### src/rtl/core/stks_pkg.sv
// Shared types, constants and key ordering functions for the streaming top-K selector.
`default_nettype none
package stks_pkg;

	localparam int KEEP_DEPTH = 16;
	localparam int MAX_EMIT   = 16;
	localparam int KEY_W      = 32;
	localparam int IDX_W      = 32;
	localparam int NUM_OUT_W  = 5;
	localparam int DATA_W     = 32;
	localparam int ADDR_W     = 3;

	localparam logic [NUM_OUT_W-1:0] NUM_OUT_RST = NUM_OUT_W'(16);

	typedef logic [0:0] reg_idx_t;
	localparam reg_idx_t REG_NUM_OUT  = 1'b0;
	localparam reg_idx_t REG_KEY_MODE = 1'b1;

	typedef enum logic {
		KEY_UNSIGNED = 1'b0,
		KEY_FLOAT    = 1'b1
	} key_mode_t;

	typedef enum logic [1:0] {
		CELL_HOLD,
		CELL_INSERT,
		CELL_SHIFT,
		CELL_CLEAR
	} cell_op_t;

	typedef struct packed {
		cell_op_t  op;
		key_mode_t key_mode;
	} cell_ctl_t;

	typedef struct packed {
		logic             valid;
		logic [KEY_W-1:0] key;
		logic [IDX_W-1:0] index;
	} entry_t;

	typedef enum logic {
		ST_IDLE,
		ST_EMIT
	} stks_state_t;

	function automatic logic [KEY_W-1:0] order_key(input logic [KEY_W-1:0] k,
		input key_mode_t mode);
		logic [KEY_W-1:0] kk;
		kk = k;
		if (mode == KEY_UNSIGNED) begin
			return kk;
		end
		if (kk == {1'b1, {(KEY_W-1){1'b0}}}) begin
			kk = '0;
		end
		if (kk[KEY_W-1]) begin
			return ~kk;
		end
		return kk ^ {1'b1, {(KEY_W-1){1'b0}}};
	endfunction

	// True when entry (ak, ai) is strictly better than entry (bk, bi).
	function automatic logic better(input logic [KEY_W-1:0] ak, input logic [IDX_W-1:0] ai,
		input logic [KEY_W-1:0] bk, input logic [IDX_W-1:0] bi, input key_mode_t mode);
		logic [KEY_W-1:0] oa;
		logic [KEY_W-1:0] ob;
		oa = order_key(ak, mode);
		ob = order_key(bk, mode);
		if (oa == ob) begin
			return ai < bi;
		end
		return oa > ob;
	endfunction

endpackage
`default_nettype wire

### src/rtl/core/stks_if.sv
// Stream interfaces for the candidate and result channels.
`default_nettype none
interface stks_in_if;
	logic                       valid;
	logic                       ready;
	logic [stks_pkg::KEY_W-1:0] item_key;
	logic [stks_pkg::IDX_W-1:0] item_index;
	logic                       batch_end;

	modport source(output valid, output item_key, output item_index, output batch_end,
		input ready);
	modport sink(input valid, input item_key, input item_index, input batch_end,
		output ready);
endinterface

interface stks_out_if;
	logic                       valid;
	logic                       ready;
	logic [stks_pkg::KEY_W-1:0] out_key;
	logic [stks_pkg::IDX_W-1:0] out_index;
	logic                       out_last;

	modport source(output valid, output out_key, output out_index, output out_last,
		input ready);
	modport sink(input valid, input out_key, input out_index, input out_last,
		output ready);
endinterface
`default_nettype wire

### src/rtl/core/stks_cell.sv
// One slot of the sorted insertion chain.
`default_nettype none
module stks_cell (
	input  wire                        clk,
	input  wire                        arst_n,
	input  stks_pkg::cell_ctl_t        ctl,
	input  wire [stks_pkg::KEY_W-1:0]  cand_key,
	input  wire [stks_pkg::IDX_W-1:0]  cand_index,
	input  stks_pkg::entry_t           prev_entry,
	input  wire                        prev_wins,
	input  stks_pkg::entry_t           next_entry,
	output stks_pkg::entry_t           entry,
	output logic                       wins
);
	import stks_pkg::*;

	logic             valid_q;
	logic [KEY_W-1:0] key_q;
	logic [IDX_W-1:0] index_q;

	assign entry = '{valid: valid_q, key: key_q, index: index_q};
	assign wins  = !(valid_q && better(key_q, index_q, cand_key, cand_index, ctl.key_mode));

	always_ff @(posedge clk or negedge arst_n) begin
		if (!arst_n) begin
			valid_q <= 1'b0;
		end else begin
			case (ctl.op)
				CELL_INSERT: begin
					if (wins) begin
						valid_q <= prev_wins ? prev_entry.valid : 1'b1;
					end
				end
				CELL_SHIFT: valid_q <= next_entry.valid;
				CELL_CLEAR: valid_q <= 1'b0;
				default:    valid_q <= valid_q;
			endcase
		end
	end

	always_ff @(posedge clk) begin
		case (ctl.op)
			CELL_INSERT: begin
				if (wins) begin
					key_q   <= prev_wins ? prev_entry.key : cand_key;
					index_q <= prev_wins ? prev_entry.index : cand_index;
				end
			end
			CELL_SHIFT: begin
				key_q   <= next_entry.key;
				index_q <= next_entry.index;
			end
			default: begin
				key_q   <= key_q;
				index_q <= index_q;
			end
		endcase
	end

endmodule
`default_nettype wire

### src/rtl/core/stks_ctrl.sv
// Sequencer for insertion and batch readout, with the result output register.
`default_nettype none
module stks_ctrl (
	input  wire                            clk,
	input  wire                            arst_n,
	input  wire                            cand_valid,
	input  wire                            cand_batch_end,
	output logic                           cand_ready,
	input  stks_pkg::entry_t               head,
	input  wire                            second_valid,
	input  wire [stks_pkg::NUM_OUT_W-1:0]  num_out,
	input  stks_pkg::key_mode_t            key_mode,
	output stks_pkg::cell_ctl_t            cell_ctl,
	stks_out_if.source                     res
);
	import stks_pkg::*;

	stks_state_t          state_q;
	stks_state_t          state_nxt;
	logic [NUM_OUT_W-1:0] cnt_q;
	logic [NUM_OUT_W-1:0] cnt_nxt;
	logic                 oval_q;
	logic [KEY_W-1:0]     okey_q;
	logic [IDX_W-1:0]     oidx_q;
	logic                 olast_q;
	logic                 cand_fire;
	logic                 take;
	logic                 none_left;
	logic                 is_last;
	logic                 load;

	assign cand_fire = cand_valid && cand_ready;
	assign take      = !oval_q || res.ready;
	assign cnt_nxt   = cnt_q + NUM_OUT_W'(1);
	assign none_left = (num_out == '0) || !head.valid;
	assign is_last   = (cnt_nxt == num_out) || (cnt_nxt == NUM_OUT_W'(MAX_EMIT)) || !second_valid;

	always_comb begin
		state_nxt = state_q;
		case (state_q)
			ST_IDLE: begin
				if (cand_fire && cand_batch_end) begin
					state_nxt = ST_EMIT;
				end
			end
			ST_EMIT: begin
				if (take && (none_left || is_last)) begin
					state_nxt = ST_IDLE;
				end
			end
			default: state_nxt = ST_IDLE;
		endcase
	end

	always_comb begin
		cand_ready       = 1'b0;
		load             = 1'b0;
		cell_ctl.op      = CELL_HOLD;
		cell_ctl.key_mode = key_mode;
		case (state_q)
			ST_IDLE: begin
				cand_ready = 1'b1;
				if (cand_valid) begin
					cell_ctl.op = CELL_INSERT;
				end
			end
			ST_EMIT: begin
				if (take) begin
					if (none_left) begin
						cell_ctl.op = CELL_CLEAR;
					end else begin
						load        = 1'b1;
						cell_ctl.op = is_last ? CELL_CLEAR : CELL_SHIFT;
					end
				end
			end
			default: cand_ready = 1'b0;
		endcase
	end

	always_ff @(posedge clk or negedge arst_n) begin
		if (!arst_n) begin
			state_q <= ST_IDLE;
			cnt_q   <= '0;
			oval_q  <= 1'b0;
		end else begin
			state_q <= state_nxt;
			if (cand_fire && cand_batch_end) begin
				cnt_q <= '0;
			end else if (load) begin
				cnt_q <= cnt_nxt;
			end
			if (load) begin
				oval_q <= 1'b1;
			end else if (res.ready) begin
				oval_q <= 1'b0;
			end
		end
	end

	always_ff @(posedge clk) begin
		if (load) begin
			okey_q  <= head.key;
			oidx_q  <= head.index;
			olast_q <= is_last;
		end
	end

	assign res.valid     = oval_q;
	assign res.out_key   = okey_q;
	assign res.out_index = oidx_q;
	assign res.out_last  = olast_q;

endmodule
`default_nettype wire

### src/rtl/core/streaming_top_k_select.sv
// Top level of the streaming top-K selector: register port, insertion chain and sequencer.
// A candidate beat is taken every cycle while no batch is read out, sorted into the chain
// at its accepting edge. After a batch_end beat the sequencer enters its emit state, then
// registers the first result beat; one beat follows per cycle while the sink is ready.
// Candidates wait while min(num_out, entries kept, 16) beats go out, with sink stalls.
// Reset clears every slot of the chain, sets num_out to 16 and key_mode to unsigned.
`default_nettype none
module streaming_top_k_select (
	input  wire                          clk,
	input  wire                          arst_n,
	stks_in_if.sink                      cand,
	stks_out_if.source                   res,
	input  wire                          psel,
	input  wire                          penable,
	input  wire                          pwrite,
	input  wire [stks_pkg::ADDR_W-1:0]   paddr,
	input  wire [stks_pkg::DATA_W-1:0]   pwdata,
	output logic [stks_pkg::DATA_W-1:0]  prdata,
	output logic                         pready
);
	import stks_pkg::*;

	logic [NUM_OUT_W-1:0] num_out_q;
	key_mode_t            key_mode_q;
	reg_idx_t             reg_idx;
	cell_ctl_t            cell_ctl;
	entry_t               ent [KEEP_DEPTH];
	logic                 wins [KEEP_DEPTH];
	logic                 second_valid;

	assign pready  = 1'b1;
	assign reg_idx = paddr[2:2];

	always_ff @(posedge clk or negedge arst_n) begin
		if (!arst_n) begin
			num_out_q  <= NUM_OUT_RST;
			key_mode_q <= KEY_UNSIGNED;
		end else if (psel && penable && pwrite && pready) begin
			case (reg_idx)
				REG_NUM_OUT:  num_out_q  <= pwdata[NUM_OUT_W-1:0];
				REG_KEY_MODE: key_mode_q <= key_mode_t'(pwdata[0]);
				default:      num_out_q  <= num_out_q;
			endcase
		end
	end

	always_comb begin
		case (reg_idx)
			REG_NUM_OUT:  prdata = {{(DATA_W-NUM_OUT_W){1'b0}}, num_out_q};
			REG_KEY_MODE: prdata = {{(DATA_W-1){1'b0}}, key_mode_q};
			default:      prdata = '0;
		endcase
	end

	for (genvar i = 0; i < KEEP_DEPTH; i++) begin : g_cell
		entry_t prev_e;
		entry_t next_e;
		logic   prev_w;
		if (i == 0) begin : g_first
			assign prev_e = '0;
			assign prev_w = 1'b0;
		end else begin : g_mid
			assign prev_e = ent[i-1];
			assign prev_w = wins[i-1];
		end
		if (i == KEEP_DEPTH - 1) begin : g_end
			assign next_e = '0;
		end else begin : g_nxt
			assign next_e = ent[i+1];
		end
		stks_cell u_cell (
			.clk        (clk),
			.arst_n     (arst_n),
			.ctl        (cell_ctl),
			.cand_key   (cand.item_key),
			.cand_index (cand.item_index),
			.prev_entry (prev_e),
			.prev_wins  (prev_w),
			.next_entry (next_e),
			.entry      (ent[i]),
			.wins       (wins[i])
		);
	end

	if (KEEP_DEPTH > 1) begin : g_second
		assign second_valid = ent[1].valid;
	end else begin : g_single
		assign second_valid = 1'b0;
	end

	stks_ctrl u_ctrl (
		.clk            (clk),
		.arst_n         (arst_n),
		.cand_valid     (cand.valid),
		.cand_batch_end (cand.batch_end),
		.cand_ready     (cand.ready),
		.head           (ent[0]),
		.second_valid   (second_valid),
		.num_out        (num_out_q),
		.key_mode       (key_mode_q),
		.cell_ctl       (cell_ctl),
		.res            (res)
	);

endmodule
`default_nettype wire

### src/flat_wrapper.sv
// flat-port wrapper written by rule: the top's interface ports become plain ports
module streaming_top_k_select_flat import stks_pkg::*;
  (clk, arst_n, psel, penable, pwrite, paddr, pwdata, prdata, pready, cand_valid, cand_item_key, cand_item_index, cand_batch_end, cand_ready, res_valid, res_out_key, res_out_index, res_out_last, res_ready);
  stks_in_if cand_i ();
  stks_out_if res_i ();
  input  wire clk;
  input  wire arst_n;
  input  wire psel;
  input  wire penable;
  input  wire pwrite;
  input  wire [stks_pkg::ADDR_W-1:0] paddr;
  input  wire [stks_pkg::DATA_W-1:0] pwdata;
  output logic [stks_pkg::DATA_W-1:0] prdata;
  output logic pready;
  input wire logic [$bits(cand_i.valid)-1:0] cand_valid;
  input wire logic [$bits(cand_i.item_key)-1:0] cand_item_key;
  input wire logic [$bits(cand_i.item_index)-1:0] cand_item_index;
  input wire logic [$bits(cand_i.batch_end)-1:0] cand_batch_end;
  output wire logic [$bits(cand_i.ready)-1:0] cand_ready;
  output wire logic [$bits(res_i.valid)-1:0] res_valid;
  output wire logic [$bits(res_i.out_key)-1:0] res_out_key;
  output wire logic [$bits(res_i.out_index)-1:0] res_out_index;
  output wire logic [$bits(res_i.out_last)-1:0] res_out_last;
  input wire logic [$bits(res_i.ready)-1:0] res_ready;
  assign cand_i.valid = cand_valid;
  assign cand_i.item_key = cand_item_key;
  assign cand_i.item_index = cand_item_index;
  assign cand_i.batch_end = cand_batch_end;
  assign cand_ready = cand_i.ready;
  assign res_valid = res_i.valid;
  assign res_out_key = res_i.out_key;
  assign res_out_index = res_i.out_index;
  assign res_out_last = res_i.out_last;
  assign res_i.ready = res_ready;
  streaming_top_k_select u_core (.clk(clk), .arst_n(arst_n), .cand(cand_i), .res(res_i), .psel(psel), .penable(penable), .pwrite(pwrite), .paddr(paddr), .pwdata(pwdata), .prdata(prdata), .pready(pready));
endmodule
### config.mk
export PLATFORM = sky130hd
export DESIGN_NAME = streaming_top_k_select_flat
export DESIGN_NICKNAME = d
export VERILOG_FILES = /design/src/rtl/core/stks_pkg.sv /design/src/rtl/core/stks_if.sv /design/src/rtl/core/stks_cell.sv /design/src/rtl/core/stks_ctrl.sv /design/src/rtl/core/streaming_top_k_select.sv /design/src/flat_wrapper.sv
export SDC_FILE = /design/constraint.sdc
export NUM_CORES = 2
export LEC_CHECK = 0
export ABC_AREA = 1
export BUFFER_PORTS_ARGS = -buffer_cell sky130_fd_sc_hd__buf_2
export CORE_UTILIZATION = 33
export CTS_CLUSTER_SIZE = 30
export DETAILED_ROUTE_END_ITERATION = 10
export GPL_TIMING_DRIVEN = 1
export HOLD_SLACK_MARGIN = 0.08
export SLEW_MARGIN = 20
export SYNTH_ARGS = -nofsm -noshare
export SYNTH_HDL_FRONTEND = slang
export SYNTH_HIERARCHICAL = 1
export SYNTH_SLANG_ARGS = --single-unit
export TNS_END_PERCENT = 20
### constraint.sdc
create_clock -name clk -period 6.42 [get_ports clk]
set_input_delay 0.642 -clock clk [delete_from_list [all_inputs] [get_ports clk]]
set_output_delay 0.642 -clock clk [all_outputs]
set_load 0.02 [all_outputs]
==> flow_summary.toml <==
[floorplanning]
core_area_um2 = 303000
initial_core_util_pct = 33.2
die_h_um = 554
die_area_um2 = 307000
io_pins = 207
rows = 202
die_w_um = 554

[worst_setup_path]
r2r_end = "u_core/g_cell[1].u_cell/key_q[6]"
crit_buf_inv = 2
r2r_slack_ns = 1.10
critPathArrivalTime_ns = 5.81
crit_chain = "nand2_2 > nor2_2 > xor2_1 > ha_1 > nand2_1 > nor2_1 > nand2_1 > nor3_2 > nand2_1 > nand2_1 > nand2_2 > nand2_2 > buf_4 > nand2_1 > nand2_2 > buf_12"
worst-setup-path-type = "flop to flop"
critPathSlowestCell = "dfrtp_4"
crit_family = "simple AND/OR/NAND/NOR gates"
slowest_delay_ns = 0.85
crit_required_ns = 6.92
r2r_cells = 16
cpMostUsedCell = "nand2_1"
r2r_start = "u_core/key_mode_q"
startpoint = "u_core/key_mode_q"
start_kind = "flop"
crit_fanout = 39
endpoint_kind = "flop"

[pwr]
clkPwrFrac_pct = 15.0
power.leakage_nw = 51.5
seqPwrFrac_pct = 36.6
power.internal_w = 0.0286
p_switching_w = 0.0239
pwr_density_cell_nw_per_um2 = 476
p_sw_share_pct = 45.6
pwr-share-comb_pct = 48.4
ir_drop_mv = 0.345

[cts]
numCtsBuffers = 139
clkTransAtPathRegs_ns = 0.06
worst_skew_pair.late_latency_ns = 0.82
htreeDepth = 4
clk_path_buf_depth = 3
cts_tree = "yes"
cts.repair.resized = 0
cts.sinks = 1118
cts_root_buf = "clkbuf_16"

[sta]
final-max-slew-violation-count = 0
fin_setup_tns_ns = 0
max_freq_ghz = 0.188
slew_headroom_pct = 28.9
period_share_pct = 82.8
setup_viol = 0
rsz0062_at_grt = "false"
final-hold-violation-count = 0
fin_worst_skew_ns = 0.0487
fin_crit_ns = 5.32
worstMarginPinSlew_ns = 1.07

[detailed_routing]
drc = 0
drt_iter0_drc = 9124
viasPerCell = 5.15
via_count = 91400
dr_wl_met2_um = 136000
top_layer_used = "met5"
wl_met3_um = 24100
ant_nets = 1
wl_per_cell_um = 18.1
wirelength_um = 321000
first_pass_iters = 8
met1Wirelength_um = 153000

[yosys]
seq_area_frac_synth_pct = 33.3
syn_area_per_cell_um2 = 7.39
synth_top_family_by_area = "simple AND/OR/NAND/NOR gates"
synthAdderAreaFrac_pct = 12.6
synthTopCellsByArea = "edfxtp_1 (33%), nand2_1 (15%), ha_1 (13%), nor2_1 (7.1%), a31oi_1 (6.4%)"
ys_types = 42
synth_area_um2 = 101000
synthCells = 13600
synth-xor-area-share_pct = 4.46
yosys_register_bits = 1118
yosys_warnings = 6
yosysTopAreaCellShare_pct = 32.5
synth.largest_area_cell = "edfxtp_1"
synth-simple-area-share_pct = 30.5
muxShareOfSynthArea_pct = 0
synth_compound_area_share_pct = 10.6

[cells_and_area]
finalNetCount = 14800
area_growth_syn_to_layout_pct = 9.72
final_cell_area_um2 = 110000
final_core_util_pct = 36.4
area.sequential_um2 = 33400
drive_gt1_share_pct = 9.01
nFillCells = 31600
multi_input_area_um2 = 59200

[placed_design]
place_congestion = 0.907
postPlaceCellArea_um2 = 106000
dp_hpwl_um = 242000
portBuffers = 149

[global_route]
grt_overflow_total = 0
grt_pass1_wl_um = 495000
antenna_found_initial = 4
grt_pass1_vias = 83200
grt_max_degree = 95
track_usage_pct = 20.2

[min_path]
hold_depth = 3
hold-path-endpoint = "u_core/key_mode_q"
hold_path_class = "input port to flop"
hp-start = "paddr[2]"

[flow_run]
drv_cap = 0

[outcome]
failed_checks = "antenna rules"
outcome = "finished with violations"
## through the flow
step                      hold WS, ns  total power (W)  setup WS, ns  std cells
after global placement          0.488           0.0437         0.967      17500
after floorplan                 0.346           0.0364         0.901      13800
after CTS                       0.116           0.0524          1.11      17700
final                           0.166           0.0525          1.10      17700
after detailed placement        0.490           0.0444         0.945      17500
after global routing            0.172           0.0569         0.880      17700
## logic make-up after synthesis
| kind of cell | count (synthesis) |
|---|---|
| AO/OA/AOI/OAI | 1835 |
| XOR/XNOR | 512 |
| AND/OR/NAND/NOR | 7071 |
| buffers and inverters | 2062 |
| other | 2 |
| adder cells (fa/ha/maj) | 1010 |
| flip-flops | 1118 |
## power by group through the flow
| stage | Combinational [W] | Clock (W) | Sequential (W) |
|---|---|---|---|
| 6_report | 0.0254 | 0.00786 | 0.0192 |
| 5_1_grt | 0.0290 | 0.00824 | 0.0197 |
| 3_3_place_gp | 0.0246 | 0 | 0.0191 |
| 3_5_place_dp | 0.0252 | 0 | 0.0192 |
| 2_1_floorplan | 0.0193 | 0 | 0.0171 |
| 4_1_cts | 0.0253 | 0.00800 | 0.0191 |
## worst min-delay path, delay by kind of cell
kind,cells,cell delay (ns)
and+or+nand+nor,2,0.14
buffers and inverters,1,0.15
## what timing repair did
item,in CTS,in global routing
hold endpoints to repair,34,0
setup buffers,0,0
hold buffers,6,0
## state kept, by name, summed over array words and instances, names as in the netlist
register,cells
u_core/g_cell.u_cell/key_q,512
u_core/u_ctrl/state_q,1
u_core/g_cell.u_cell/index_q,512
u_core/u_ctrl/cnt_q,5
u_core/u_ctrl/res.valid,1
u_core/key_mode_q,1
u_core/u_ctrl/res.out_key,32
u_core/g_cell.u_cell/valid_q,16
u_core/num_out_q,5
u_core/u_ctrl/res.out_last,1
u_core/u_ctrl/res.out_index,32
## area by class of cell
cell class                 count  area share, %
multi-input combinational  10600           53.7
sequential                  1118           30.3
inverter                    1357           4.62
tap                         3978           4.51
clock buffer                 170           3.36
timing repair buffer         433           2.87
clock inverter                74          0.598
antenna                        8         0.0182
## routing by layer
metal / GRT usage (%) / vias to the layer above
li1: - / 45400
met1: 29.9 / 42300
met2: 30.9 / 3334
met3: 2.43 / 419
met4: 5.16 / 2
met5: 0 / -
## worst max-delay path by stage
stage	end	slack, ns	cells after the start
final	u_core/g_cell[1].u_cell/key_q[6]	1.10	16
after global placement	u_core/g_cell[1].u_cell/key_q[9]	0.97	22
after CTS	u_core/g_cell[1].u_cell/key_q[6]	1.11	16
after detailed placement	u_core/g_cell[1].u_cell/key_q[12]	0.94	22
after floorplan	u_core/g_cell[6].u_cell/index_q[0]	0.90	6
after global routing	u_core/g_cell[1].u_cell/key_q[6]	0.88	16
## synthesized netlist by cell type (all sizes together)
cell,count
a21o,3
a21oi,471
a31oi,1028
and2,3
buf,297
clkbuf,408
conb,2
dfrtp,28
dfstp,1
edfxtp,1089
ha,1010
inv,1357
nand2,4114
nand3,574
nand3b,3
nand4,191
nor2,1946
nor3,48
nor4,144
nor4b,13
o21a,68
o21ai,263
o22ai,2
or2,35
xnor2,13
xor2,499
## placed cells by master, fill, tap and decap left out, types with 10 or more instances in the layout
cell	Yosys	final
conb_1	2	160
nand3_1	285	285
o21ai_1	112	112
nor4b_1	13	13
xnor2_1	13	13
nor2_2	40	40
inv_1	1254	1238
ha_1	1010	1010
nor3_2	12	12
nor3_1	36	36
o21a_1	68	68
bufinv_16	0	10
buf_12	6	16
dfrtp_1	28	27
nor4_4	24	24
o21ai_0	151	151
clkbuf_1	408	26
nand2_4	0	16
inv_2	103	119
or2_1	13	13
clkbuf_16	0	144
nand2_2	43	74
buf_2	146	122
nor2_4	14	14
nor4_1	112	112
clkinv_1	0	30
edfxtp_1	1089	1089
or2_2	22	22
nor2_1	1892	1892
xor2_1	499	499
nand2_1	4071	4024
nand3_2	277	277
clkinv_2	0	19
nand4_1	189	189
buf_4	47	289
a21oi_1	471	470
nand3_4	12	12
a31oi_1	1028	1028
Power figures use the tool's default switching activity.
